**config.mk**
```make
export PLATFORM = sky130hd
export DESIGN_NAME = nearest_neighbor_volume_resize
export DESIGN_NICKNAME = d
export VERILOG_FILES = /design/src/hdl/nnvr_pkg.sv /design/src/hdl/nnvr_div.sv /design/src/hdl/nnvr_coord.sv /design/src/hdl/nearest_neighbor_volume_resize.sv
export SDC_FILE = /design/constraint.sdc
export NUM_CORES = 1
export LEC_CHECK = 0
export ABC_AREA = 1
export BUFFER_PORTS_ARGS = -buffer_cell sky130_fd_sc_hd__buf_2
export CORE_MARGIN = 5
export CORE_UTILIZATION = 65
export CTS_BUF_LIST = sky130_fd_sc_hd__clkbuf_4 sky130_fd_sc_hd__clkbuf_8
export CTS_CLUSTER_DIAMETER = 120
export DETAILED_ROUTE_END_ITERATION = 16
export MAX_ROUTING_LAYER = met4
export PLACE_DENSITY_LB_ADDON = 0.12
export SYNTH_ARGS = -nofsm -noshare
export SYNTH_HDL_FRONTEND = slang
export SYNTH_SLANG_ARGS = --single-unit
```
**constraint.sdc**
```tcl
create_clock -name clk -period 5.28 [get_ports clk]
set_clock_uncertainty 0.1 [all_clocks]
set_input_delay 1.056 -clock clk [delete_from_list [all_inputs] [get_ports clk]]
set_output_delay 1.056 -clock clk [all_outputs]
set_load 0.005 [all_outputs]
```
**src/hdl/nnvr_pkg.sv**
```systemverilog
// Shared types, constants and helpers for the nearest-neighbor volume resize block.
// No dependencies; imported by every module of the block.
package nnvr_pkg;

  localparam int DIM_BITS     = 12;
  localparam int FRAC_BITS    = 16;
  localparam int REG_BITS     = DIM_BITS + 1;
  localparam int ACC_BITS     = DIM_BITS + 1 + FRAC_BITS;
  localparam int CFG_IDX_BITS = 3;
  localparam int DIV_CNT_BITS = $clog2(ACC_BITS);

  typedef logic [DIM_BITS-1:0]     dim_t;
  typedef logic [REG_BITS-1:0]     sz_t;
  typedef logic [ACC_BITS-1:0]     acc_t;
  typedef logic [CFG_IDX_BITS-1:0] cfg_idx_t;
  typedef logic [DIV_CNT_BITS-1:0] div_cnt_t;

  localparam sz_t      MAX_SIZE     = {1'b1, {DIM_BITS{1'b0}}};
  localparam sz_t      MIN_SIZE     = sz_t'(1);
  localparam acc_t     ONE_STEP     = {{(DIM_BITS){1'b0}}, 1'b1, {FRAC_BITS{1'b0}}};
  localparam div_cnt_t DIV_LAST_BIT = div_cnt_t'(ACC_BITS - 1);

  // Configuration register map
  typedef enum logic [CFG_IDX_BITS-1:0] {
    REG_SRC_W = 3'd0,
    REG_SRC_H = 3'd1,
    REG_SRC_D = 3'd2,
    REG_DST_W = 3'd3,
    REG_DST_H = 3'd4,
    REG_DST_D = 3'd5
  } cfg_reg_t;

  // Axis being worked on by the step divider
  typedef enum logic [1:0] {
    AXIS_COL,
    AXIS_ROW,
    AXIS_SLICE
  } axis_t;

  typedef struct packed {
    sz_t col;
    sz_t row;
    sz_t slice;
  } sizes_t;

  typedef struct packed {
    dim_t col;
    dim_t row;
    dim_t slice;
  } tops_t;

  typedef struct packed {
    acc_t col;
    acc_t row;
    acc_t slice;
  } steps_t;

  typedef struct packed {
    dim_t src_col;
    dim_t src_row;
    dim_t src_plane;
    dim_t dst_col;
    dim_t dst_row;
    dim_t dst_slice;
    logic row_end;
    logic slice_end;
    logic volume_end;
  } result_t;

  // Zero acts as one, anything past the maximum clamps to it
  function automatic sz_t eff_size(sz_t v);
    sz_t r;
    if (v == '0) begin
      r = MIN_SIZE;
    end else if (v > MAX_SIZE) begin
      r = MAX_SIZE;
    end else begin
      r = v;
    end
    return r;
  endfunction

  // Largest valid index along an axis: effective size minus one
  function automatic dim_t top_index(sz_t v);
    sz_t t;
    t = eff_size(v) - MIN_SIZE;
    return t[DIM_BITS-1:0];
  endfunction

endpackage

```
**src/hdl/nnvr_div.sv**
```systemverilog
// Step divider: restoring radix-2 division, one quotient bit per cycle, shared by 3 axes.
// Depends on nnvr_pkg.
module nnvr_div (
  input  logic            clk,
  input  logic            rst,
  input  logic            start,
  input  nnvr_pkg::sizes_t src,
  input  nnvr_pkg::sizes_t dst,
  output logic            busy,
  output nnvr_pkg::steps_t steps
);
  import nnvr_pkg::*;

  axis_t    axis;
  logic     load;
  div_cnt_t cnt;
  sz_t      rem;
  acc_t     quo;

  sz_t                 sel_src;
  sz_t                 sel_dst;
  logic [REG_BITS:0]   rem_sh;
  logic [REG_BITS:0]   diff;
  logic                ge;
  sz_t                 rem_next;
  acc_t                quo_next;

  // Operand select for the axis in progress
  always_comb begin
    case (axis)
      AXIS_COL: begin
        sel_src = src.col;
        sel_dst = dst.col;
      end
      AXIS_ROW: begin
        sel_src = src.row;
        sel_dst = dst.row;
      end
      AXIS_SLICE: begin
        sel_src = src.slice;
        sel_dst = dst.slice;
      end
      default: begin
        sel_src = src.col;
        sel_dst = dst.col;
      end
    endcase
  end

  // One restoring step
  always_comb begin
    rem_sh   = {rem, quo[ACC_BITS-1]};
    diff     = rem_sh - {1'b0, sel_dst};
    ge       = rem_sh >= {1'b0, sel_dst};
    rem_next = ge ? diff[REG_BITS-1:0] : rem_sh[REG_BITS-1:0];
    quo_next = {quo[ACC_BITS-2:0], ge};
  end

  // Sequencer: load dividend, iterate, store quotient, move to next axis
  always_ff @(posedge clk) begin
    if (rst) begin
      busy  <= 1'b0;
      load  <= 1'b0;
      axis  <= AXIS_COL;
      cnt   <= '0;
      steps <= '{col: ONE_STEP, row: ONE_STEP, slice: ONE_STEP};
    end else if (start) begin
      busy <= 1'b1;
      load <= 1'b1;
      axis <= AXIS_COL;
      cnt  <= '0;
    end else if (busy) begin
      if (load) begin
        load <= 1'b0;
        cnt  <= '0;
      end else if (cnt == DIV_LAST_BIT) begin
        case (axis)
          AXIS_COL: begin
            steps.col <= quo_next;
            axis      <= AXIS_ROW;
            load      <= 1'b1;
          end
          AXIS_ROW: begin
            steps.row <= quo_next;
            axis      <= AXIS_SLICE;
            load      <= 1'b1;
          end
          default: begin
            steps.slice <= quo_next;
            busy        <= 1'b0;
          end
        endcase
      end else begin
        cnt <= cnt + div_cnt_t'(1);
      end
    end
  end

  // Datapath registers
  always_ff @(posedge clk) begin
    if (load) begin
      rem <= '0;
      quo <= {eff_size(sel_src), {FRAC_BITS{1'b0}}};
    end else begin
      rem <= rem_next;
      quo <= quo_next;
    end
  end

endmodule

```
**src/hdl/nnvr_coord.sv**
```systemverilog
// Coordinate generator: destination counters, fixed-point source accumulators, end flags.
// Depends on nnvr_pkg.
module nnvr_coord (
  input  logic             clk,
  input  logic             rst,
  input  logic             take,
  input  logic             restart,
  input  nnvr_pkg::steps_t  steps,
  input  nnvr_pkg::tops_t   src_top,
  input  nnvr_pkg::tops_t   dst_top,
  output nnvr_pkg::result_t res
);
  import nnvr_pkg::*;

  dim_t col_count, row_count, slice_count;
  acc_t col_accum, row_accum, slice_accum;

  dim_t c_col, c_row, c_slice;
  acc_t a_col, a_row, a_slice;
  sz_t  i_col, i_row, i_slice;
  logic re, se, ve;

  // Restart moves everything to the origin before this beat is served
  always_comb begin
    c_col   = restart ? '0 : col_count;
    c_row   = restart ? '0 : row_count;
    c_slice = restart ? '0 : slice_count;
    a_col   = restart ? '0 : col_accum;
    a_row   = restart ? '0 : row_accum;
    a_slice = restart ? '0 : slice_accum;
  end

  // End flags and saturated source indices
  always_comb begin
    re = c_col >= dst_top.col;
    se = re && (c_row >= dst_top.row);
    ve = se && (c_slice >= dst_top.slice);

    i_col   = a_col[ACC_BITS-1:FRAC_BITS];
    i_row   = a_row[ACC_BITS-1:FRAC_BITS];
    i_slice = a_slice[ACC_BITS-1:FRAC_BITS];

    res.src_col    = (i_col > {1'b0, src_top.col}) ? src_top.col : i_col[DIM_BITS-1:0];
    res.src_row    = (i_row > {1'b0, src_top.row}) ? src_top.row : i_row[DIM_BITS-1:0];
    res.src_plane  = (i_slice > {1'b0, src_top.slice}) ? src_top.slice
                                                        : i_slice[DIM_BITS-1:0];
    res.dst_col    = c_col;
    res.dst_row    = c_row;
    res.dst_slice  = c_slice;
    res.row_end    = re;
    res.slice_end  = se;
    res.volume_end = ve;
  end

  // Raster advance, x fastest; wraps to origin after the volume end
  always_ff @(posedge clk) begin
    if (rst) begin
      col_count   <= '0;
      row_count   <= '0;
      slice_count <= '0;
      col_accum   <= '0;
      row_accum   <= '0;
      slice_accum <= '0;
    end else if (take) begin
      row_count   <= c_row;
      slice_count <= c_slice;
      row_accum   <= a_row;
      slice_accum <= a_slice;
      if (!re) begin
        col_count <= c_col + dim_t'(1);
        col_accum <= a_col + steps.col;
      end else begin
        col_count <= '0;
        col_accum <= '0;
        if (!se) begin
          row_count <= c_row + dim_t'(1);
          row_accum <= a_row + steps.row;
        end else begin
          row_count <= '0;
          row_accum <= '0;
          if (!ve) begin
            slice_count <= c_slice + dim_t'(1);
            slice_accum <= a_slice + steps.slice;
          end else begin
            slice_count <= '0;
            slice_accum <= '0;
          end
        end
      end
    end
  end

endmodule

```
**src/hdl/nearest_neighbor_volume_resize.sv**
```systemverilog
// Top level of the nearest-neighbor 3D resize coordinate generator.
// Depends on nnvr_pkg, nnvr_div and nnvr_coord.
//
// Usage:
//  - Config channel (cfg_valid/cfg_ready, cfg_index, cfg_data) writes the six size
//    registers: source width/height/depth at 0..2, target width/height/depth at 3..5.
//    cfg_ready is always high; indexes past 5 are dropped.
//  - After a size write the per-axis steps (source/target in 13.16) are recomputed
//    by a shared restoring divider, one quotient bit per cycle: after a start step,
//    each axis is loaded and then produces its 29 quotient bits. in_ready stays low
//    until it finishes.
//  - Input channel: one beat per destination voxel in raster order, x fastest.
//    restart=1 returns counters to the origin before that voxel is served.
//  - Output channel: one beat per input beat, in the cycle after acceptance, from a
//    result register. With out_ready high and no step recompute under way, one voxel
//    per cycle is sustained; the rate is set by the counter/accumulator update loop.
//  - When the receiver stalls, the result holds and in_ready drops until it is taken.
//  - Reset (rst, synchronous) sets all sizes to 1, steps to 1.0 and counters to zero.
//  - After the beat carrying volume_end, the next volume starts at the origin.
module nearest_neighbor_volume_resize (
  input  logic                   clk,
  input  logic                   rst,
  input  logic                   cfg_valid,
  output logic                   cfg_ready,
  input  nnvr_pkg::cfg_idx_t     cfg_index,
  input  nnvr_pkg::sz_t          cfg_data,
  input  logic                   in_valid,
  output logic                   in_ready,
  input  logic                   restart,
  output logic                   out_valid,
  input  logic                   out_ready,
  output nnvr_pkg::dim_t         src_col,
  output nnvr_pkg::dim_t         src_row,
  output nnvr_pkg::dim_t         src_plane,
  output nnvr_pkg::dim_t         dst_col,
  output nnvr_pkg::dim_t         dst_row,
  output nnvr_pkg::dim_t         dst_slice,
  output logic                   row_end,
  output logic                   slice_end,
  output logic                   volume_end
);
  import nnvr_pkg::*;

  sizes_t  src_size, dst_size;
  sizes_t  src_eff, dst_eff;
  tops_t   src_top, dst_top;
  steps_t  steps;
  logic    cfg_pend;
  logic    div_busy;
  logic    take;
  result_t gen_res;
  result_t res;

  assign cfg_ready = 1'b1;

  // Size registers; a write to a known index queues a step recompute
  always_ff @(posedge clk) begin
    if (rst) begin
      src_size <= '{col: MIN_SIZE, row: MIN_SIZE, slice: MIN_SIZE};
      dst_size <= '{col: MIN_SIZE, row: MIN_SIZE, slice: MIN_SIZE};
      cfg_pend <= 1'b0;
    end else begin
      cfg_pend <= cfg_valid && cfg_ready &&
                  (cfg_index inside {REG_SRC_W, REG_SRC_H, REG_SRC_D,
                                     REG_DST_W, REG_DST_H, REG_DST_D});
      if (cfg_valid && cfg_ready) begin
        case (cfg_index)
          REG_SRC_W: src_size.col   <= cfg_data;
          REG_SRC_H: src_size.row   <= cfg_data;
          REG_SRC_D: src_size.slice <= cfg_data;
          REG_DST_W: dst_size.col   <= cfg_data;
          REG_DST_H: dst_size.row   <= cfg_data;
          REG_DST_D: dst_size.slice <= cfg_data;
          default: ;
        endcase
      end
    end
  end

  // Effective sizes and top indexes
  always_comb begin
    src_eff.col   = eff_size(src_size.col);
    src_eff.row   = eff_size(src_size.row);
    src_eff.slice = eff_size(src_size.slice);
    dst_eff.col   = eff_size(dst_size.col);
    dst_eff.row   = eff_size(dst_size.row);
    dst_eff.slice = eff_size(dst_size.slice);
    src_top.col   = top_index(src_size.col);
    src_top.row   = top_index(src_size.row);
    src_top.slice = top_index(src_size.slice);
    dst_top.col   = top_index(dst_size.col);
    dst_top.row   = top_index(dst_size.row);
    dst_top.slice = top_index(dst_size.slice);
  end

  nnvr_div u_div (
    .clk   (clk),
    .rst   (rst),
    .start (cfg_pend),
    .src   (src_eff),
    .dst   (dst_eff),
    .busy  (div_busy),
    .steps (steps)
  );

  // Accept while steps are settled and the result register is free or draining
  assign in_ready = !cfg_pend && !div_busy && (!out_valid || out_ready);
  assign take     = in_valid && in_ready;

  nnvr_coord u_coord (
    .clk     (clk),
    .rst     (rst),
    .take    (take),
    .restart (restart),
    .steps   (steps),
    .src_top (src_top),
    .dst_top (dst_top),
    .res     (gen_res)
  );

  // Result register
  always_ff @(posedge clk) begin
    if (rst) begin
      out_valid <= 1'b0;
    end else if (take) begin
      out_valid <= 1'b1;
    end else if (out_ready) begin
      out_valid <= 1'b0;
    end
  end

  always_ff @(posedge clk) begin
    if (take) begin
      res <= gen_res;
    end
  end

  assign src_col    = res.src_col;
  assign src_row    = res.src_row;
  assign src_plane  = res.src_plane;
  assign dst_col    = res.dst_col;
  assign dst_row    = res.dst_row;
  assign dst_slice  = res.dst_slice;
  assign row_end    = res.row_end;
  assign slice_end  = res.slice_end;
  assign volume_end = res.volume_end;

  // No voxel is served while the steps are being recomputed
  a_no_take_while_div: assert property (@(posedge clk) disable iff (rst)
    take |-> (!div_busy && !cfg_pend))
    else $error("input beat accepted during step recompute");

  // A stalled result blocks new input
  a_stall_blocks_input: assert property (@(posedge clk) disable iff (rst)
    (out_valid && !out_ready) |-> !in_ready)
    else $error("input accepted over a stalled result");

  // Every accepted beat shows up on the output next cycle
  a_take_gives_result: assert property (@(posedge clk) disable iff (rst)
    take |=> out_valid)
    else $error("accepted beat produced no result");

  // End flags nest: volume end implies slice end implies row end
  a_end_nesting: assert property (@(posedge clk) disable iff (rst)
    out_valid |-> ((!volume_end || slice_end) && (!slice_end || row_end)))
    else $error("end flags out of order");

endmodule
```
==> impl_metrics.json, run 1 <==
{
  "fmax_mhz": 212,
  "critPathTopFamily": "simple AND/OR/NAND/NOR gates",
  "grt_pass1_vias": 24797,
  "p_leak_uw": 0.0125,
  "cts_tree": "yes",
  "yosys_warnings": 0,
  "rsz0062_at_grt": "no",
  "cts_resized": 0,
  "ys_ff_latch": 416,
  "layout-drive-gt1-share": 0.0883,
  "cp.depth": 23,
  "drt_iter0_drc": 2754,
  "portBuffers": 98,
  "setup.worst_path.end_class": "register",
  "place.gp.congestion": 1.04,
  "path_clk_slew_ns": 0.06,
  "drc": 0,
  "powerDensity_mw_per_mm2": 303,
  "min_period_ns": 4.72,
  "rr_worst_depth": 23,
  "hp-class": "reg -> reg",
  "cp_common_cell": "nor2_1",
  "crit_type": "reg -> reg",
  "area_growth_pct": 9.33,
  "setup_viol": 0,
  "cts_setup_buffers": 0,
  "worst_slew_pin_slew_ns": 1.02,
  "wl_um": 85200,
  "nFillCells": 3207,
  "ant_nets": 0,
  "clk_latency_ns": 0.68,
  "async_reset_ff_frac": 0,
  "synth_edf_count": 75,
  "path_cells": "inv_1 -> nand4_1 -> nor2_1 -> a21oi_1 -> a21oi_1 -> inv_1 -> ha_1 -> nand2_1 -> nor2_1 -> nand3_1 -> xor2_1 -> inv_1 -> ha_1 -> nand4_1 -> or3_4 -> nand3_4 -> nand2_4 -> nand2_2 -> nand2_2 -> inv_1 -> nor2_1 -> nor2_1 -> nor2_1",
  "dieArea_sq_mm": 0.0439,
  "dr.pass1.iters": 6,
  "die_h_um": 210,
  "antenna_found_initial": 1,
  "wl_per_cell_um": 19.5,
  "grt_use_total": 0.382,
  "synth.distinct_cells": 56,
  "ios": 100,
  "pre_cts_ws_ns": 0.646,
  "worstPathMaxFanout": 24,
  "synthCells": 3702,
  "detail_route.vias_per_cell": 6.02,
  "cts_sinks": 416,
  "setup_tns_ns": 0,
  "core_sq_mm": 0.0395,
  "status": "finished clean",
  "syn_nets": 3911,
  "synth_area_per_cell_sq_um": 6.99,
  "cts_max_level": 3,
  "finalMaxSlewViolations": 0,
  "hold_depth": 2,
  "fp.dieW_um": 210,
  "holdBufCountCts": 0,
  "peakVddDrop_mv": 0.247,
  "fin_crit_sh": 0.894,
  "dr_total_vias": 26271,
  "grt_first_pass_wirelength_um": 131000,
  "final.setup.worst_slack_ns": 0.558,
  "ys_seq_area_frac": 0.351,
  "root_buffer": "clkbuf_8",
  "grt_overflow": 0,
  "finalHoldViolations": 0,
  "rows": 73,
  "cp_slowest_cell": "a21oi_1",
  "fin_nets": 3987,
  "max_slew_margin": 0.319,
  "crit_buf_inv": 4,
  "grt_max_degree": 119,
  "crit_path_max_incr_delay_ns": 0.44,
  "hpwlAfterDp_um": 63100,
  "syn-cell-area_sq_mm": 0.0259,
  "crit_arrival_ns": 5.13,
  "crit_required_ns": 5.69,
  "maxCapViolations": 0,
  "cts_buffer_depth": 3,
  "initial_core_util": 0.654,
  "start_kind": "register",
  "ys.flop_type": "dfxtp_1",
  "cts_buffers": 73
}
[layer usage]
| metal | vias up | share of wire | global-route usage |
|---|---|---|---|
| met4 | 0 | 0.077 | 0.244 |
| met5 | - | 0 | - |
| met2 | 1397 | 0.44 | 0.592 |
| li1 | 12412 | - | - |
| met3 | 367 | 0.089 | 0.0607 |
| met1 | 12095 | 0.39 | 0.467 |
[where the power goes]
part           switching (uW)  internal [uW]
logic                    1160            508
clock network            1460           1870
registers                 131           3430
[synth_stat cells (all sizes together) (2+ instances only)]
cell type  number  share of area
o21bai          9         0.0028
a21o           13         0.0038
nand4          50          0.012
nand3b         16         0.0051
or2            33         0.0080
a21boi          4         0.0012
o221ai          8         0.0027
o41ai           4         0.0014
a31oi          11         0.0027
ha            183          0.088
edfxtp         75          0.087
xnor2          35          0.012
nor3           47          0.011
nand3         199          0.040
xor2           84          0.028
o2111ai         4         0.0014
clkinv          2        0.00048
o21ai         339          0.066
a211oi          8         0.0023
nand2         755           0.11
dfxtp         341           0.26
inv           405          0.059
fa              4         0.0031
o22ai           7         0.0017
clkbuf         71          0.010
and3            2        0.00048
o21a           13         0.0038
o211ai         17         0.0049
a21oi         370          0.072
buf            60          0.015
nor4           12         0.0034
nor2          516          0.076
[per-stage QoR]
stage	power (uW)	cells	hold slack, ns	util	cell area [sq um]
finish	8560	4364	0.363	0.715	28300
global route	8870	4364	0.377	0.715	28300
CTS	8520	4363	0.364	0.715	28300
detailed placement	5230	4228	0.355	0.674	26700
global placement	5170	4228	0.351	0.674	26700
floorplan	4730	3702	0.335	-	25900
[layout by cell type, fill, tap and decap left out, types with 7 or more instances in the layout]
cell / synthesis / routed
o22ai_1: 7 / 7
o21bai_1: 8 / 8
o21a_1: 13 / 13
or2_2: 33 / 33
o221ai_1: 8 / 8
o21ai_1: 9 / 10
buf_4: 7 / 35
nor2_1: 509 / 507
buf_2: 36 / 96
nor3_2: 7 / 8
xor2_1: 84 / 84
a31oi_1: 11 / 11
inv_1: 401 / 400
clkbuf_8: 0 / 82
nand2_1: 749 / 748
edfxtp_1: 75 / 75
a211oi_1: 8 / 8
nor3_1: 39 / 38
a21oi_1: 369 / 369
nand3b_1: 15 / 15
nand3_1: 195 / 195
dfxtp_1: 341 / 341
a21o_1: 13 / 13
clkbuf_4: 0 / 19
xnor2_1: 35 / 35
ha_1: 183 / 183
nor4_1: 10 / 9
o211ai_1: 17 / 17
nand4_1: 50 / 50
clkinv_2: 0 / 15
o21ai_0: 329 / 328
nor2_2: 6 / 8
[worst min-delay path: stages (launching register included)]
cell and delay (ns):
dfxtp_1 0.31, nand2_1 0.06, a21oi_1 0.05
[cell families (layout without fill, tap and decap cells)]
kind of cell	after synthesis	count (layout)	synth area share
and+or+nand+nor	1633	1633	0.267
AOI/OAI and AO/OA	808	808	0.166
buffers and inverters	538	674	0.0842
DFF	416	416	0.351
adders and majority gates	187	187	0.0916
xor gates and xnor gates	119	119	0.0403
other	1	2	0.000145
[final cells by class]
type	count	area (sq um)	area share
multi-input combinational	2748	14600	0.517
timing repair buffer	132	763	0.0270
clock inverter	34	344	0.0122
tap	525	657	0.0232
inverter	407	1540	0.0543
antenna	1	2.50	0.0000884
sequential	416	9080	0.321
clock buffer	101	1270	0.0449
[flip-flops by register name, indices dropped and copies added, names as in the netlist, 13 cells and up]
signal and cells:
u_coord.row_accum 29, u_div.quo 29, u_div.rem 13, u_coord.slice_accum 29, dst_size 39, src_size 39
u_div.steps 87, u_coord.col_accum 29
[final timing paths]
check                                         start                                    to  slack, ns
hold reg to reg   u_coord.col_accum[4]$_SDFFE_PP0P_     u_coord.col_accum[4]$_SDFFE_PP0P_       0.36
hold / removal    u_coord.col_accum[4]$_SDFFE_PP0P_     u_coord.col_accum[4]$_SDFFE_PP0P_       0.36
setup / recovery          dst_size[31]$_SDFFE_PP0P_  u_coord.slice_accum[27]$_SDFFE_PP0P_       0.56
setup reg to reg          dst_size[31]$_SDFFE_PP0P_  u_coord.slice_accum[27]$_SDFFE_PP0P_       0.56
Note: power is estimated with default switching activity, not from simulation.
==> run 2, diff against run 1 <==
Settings changed: PLACE_DENSITY from default to 0.83, PLACE_DENSITY_LB_ADDON 0.12 to default.
==> run 2 against run 1 <==
Effect of this change:
- cell count fell by 0.23%
- largest power group unchanged
- critical path type unchanged
- highest routed layer unchanged
- wire length fell by 12%
- worst hold slack got worse by 0.0024 ns
==> impl_metrics.json, run 2 (same netlist as run 1, synthesis figures left out) <==
{
  "ant_nets": 0,
  "core_sq_mm": 0.0395,
  "crit_required_ns": 5.75,
  "grt_first_pass_wirelength_um": 118000,
  "area_growth_pct": 9.10,
  "final_util": 0.714,
  "cts_tree": "yes",
  "peakVddDrop_mv": 0.234,
  "detail_route.vias_per_cell": 5.78,
  "grt_pass1_vias": 22771,
  "cts_max_level": 3,
  "layout-drive-gt1-share": 0.0870,
  "cts_sinks": 416,
  "worst_slew_pin_slew_ns": 0.950,
  "fin_crit_sh": 0.921,
  "grt_max_degree": 109,
  "powerDensity_mw_per_mm2": 298,
  "rr_worst_depth": 20,
  "finalMaxSlewViolations": 0,
  "root_buffer": "clkbuf_8",
  "cp-endpoint": "u_coord.slice_count[3]$_SDFFE_PP0P_",
  "cp_slowest_cell": "a21oi_1",
  "holdBufCountCts": 0,
  "maxCapViolations": 0,
  "r2r_end": "u_coord.slice_count[3]$_SDFFE_PP0P_",
  "place.gp.congestion": 1.02,
  "cts_buffers": 72,
  "final_common_cell": "nand2_1",
  "ios": 100,
  "final_cells": 4354,
  "dr.pass1.iters": 8,
  "cts_resized": 0,
  "fin_nets": 3981,
  "top_regs": "u_div.steps x87, dst_size x39, src_size x39",
  "nFillCells": 3428,
  "min_period_ns": 4.86,
  "top_register": "u_div.steps",
  "hp-class": "reg -> reg",
  "p_leak_uw": 0.0125,
  "worstPathMaxFanout": 24,
  "mostFrequentLayoutCells": "nand2_1 (748), nor2_1 (507), inv_1 (400)",
  "fmax_mhz": 206,
  "crit_type": "reg -> reg",
  "hpwlAfterDp_um": 54900,
  "p_total_uw": 8400,
  "drc": 0,
  "finalHoldViolations": 0,
  "fp.dieW_um": 210,
  "wl_um": 75400,
  "die_h_um": 210,
  "grt_use_total": 0.338,
  "max_slew_margin": 0.366,
  "start_kind": "register",
  "pre_cts_ws_ns": 0.443,
  "status": "finished clean",
  "dieArea_sq_mm": 0.0439,
  "wl_per_cell_um": 17.3,
  "crit_arrival_ns": 5.33,
  "rrSetupSlack_ns": 0.42,
  "setup.worst_path.end_class": "register",
  "clk_latency_ns": 0.65,
  "setup_tns_ns": 0,
  "crit_path_max_incr_delay_ns": 0.43,
  "path_cells": "nor4_1 -> a21oi_1 -> a21oi_1 -> inv_1 -> ha_1 -> nand2_1 -> nor2_1 -> nand3_1 -> xor2_1 -> inv_1 -> ha_1 -> nand4_1 -> or3_4 -> nand3_4 -> nand2_4 -> clkinv_4 -> nand2_1 -> inv_1 -> nand3_1 -> a21oi_1",
  "dp.cells": 4223,
  "rsz0062_at_grt": "no",
  "grt_overflow": 0,
  "portBuffers": 98,
  "rows": 73,
  "cts_setup_buffers": 0,
  "antenna_found_initial": 1,
  "setup.worst_path.start": "dst_size[34]$_SDFFE_PP0P_",
  "initial_core_util": 0.654,
  "final.setup.worst_slack_ns": 0.415,
  "path_clk_slew_ns": 0.06,
  "cts_buffer_depth": 3,
  "drt_iter0_drc": 2476,
  "dr_total_vias": 25159,
  "setup_viol": 0,
  "critical_path.reg2reg.startpoint": "dst_size[34]$_SDFFE_PP0P_",
  "largest_reg_flops": 87
}
run 2: changes by cell type in the layout (fill, tap and decap cells not counted), sizes merged:
cell,previous run,this run
clkinvlp,5,3
bufinv,6,4
buf,132,127
clkbuf,101,106
clkinv,22,16
run 2: worst min-delay path by stage:
stage                                   startpoint                             endpoint  cells after the start
2_1_floorplan         u_div.steps[16]$_SDFFE_PP1P_         u_div.steps[16]$_SDFFE_PP1P_                      2
3_3_place_gp   u_coord.slice_accum[7]$_SDFFE_PP0P_  u_coord.slice_accum[7]$_SDFFE_PP0P_                      2
3_5_place_dp   u_coord.slice_accum[9]$_SDFFE_PP0P_  u_coord.slice_accum[9]$_SDFFE_PP0P_                      2
4_1_cts          u_coord.col_accum[3]$_SDFFE_PP0P_    u_coord.col_accum[3]$_SDFFE_PP0P_                      2
5_1_grt         u_coord.col_accum[19]$_SDFFE_PP0P_   u_coord.col_accum[19]$_SDFFE_PP0P_                      2
6_report         u_coord.col_accum[7]$_SDFFE_PP0P_    u_coord.col_accum[7]$_SDFFE_PP0P_                      2
run 2: area by class of cell:
| type | instances | area [sq um] | area share |
|---|---|---|---|
| multi-input cells | 2748 | 14600 | 0.519 |
| flip-flops and latches | 416 | 9080 | 0.322 |
| inverters | 407 | 1540 | 0.0545 |
| clock buffers | 106 | 1330 | 0.0472 |
| repair buffers | 127 | 726 | 0.0257 |
| well taps | 525 | 657 | 0.0233 |
| clock inverters | 24 | 253 | 0.00895 |
| diodes | 1 | 2.50 | 0.0000886 |
run 2: per-stage QoR:
| stage | instance area (sq um) | hold slack, ns |
|---|---|---|
| finish | 28200 | 0.361 |
| detailed placement | 26600 | 0.355 |
| global route | 28200 | 0.379 |
| CTS | 28200 | 0.365 |
| floorplan | 25900 | 0.335 |
| global placement | 26600 | 0.353 |
run 2: power by group:
part,switching [uW],total [uW],internal [uW]
Sequential,114,3540,3430
Clock,1410,3250,1840
Combinational,1110,1610,503
run 2: critical path: cells and delay by family (launching register included):
kind                     cells  cell delay [ns]
AND/OR/NAND/NOR             10             2.11
AO/OA/AOI/OAI                3             0.81
buffers and inverters        4             0.75
adder cells (fa/ha/maj)      2             0.53
flip-flops                   1             0.32
XOR/XNOR                     1             0.14
run 2: per-layer routing:
layer  routed length (um)  vias to the layer above  GRT usage
li1                     -                    12390          -
met1                32700                    11395      0.466
met2                32200                     1177      0.500
met3                 7970                      197     0.0668
met4                 2540                        0      0.117
met5                    0                        -          -
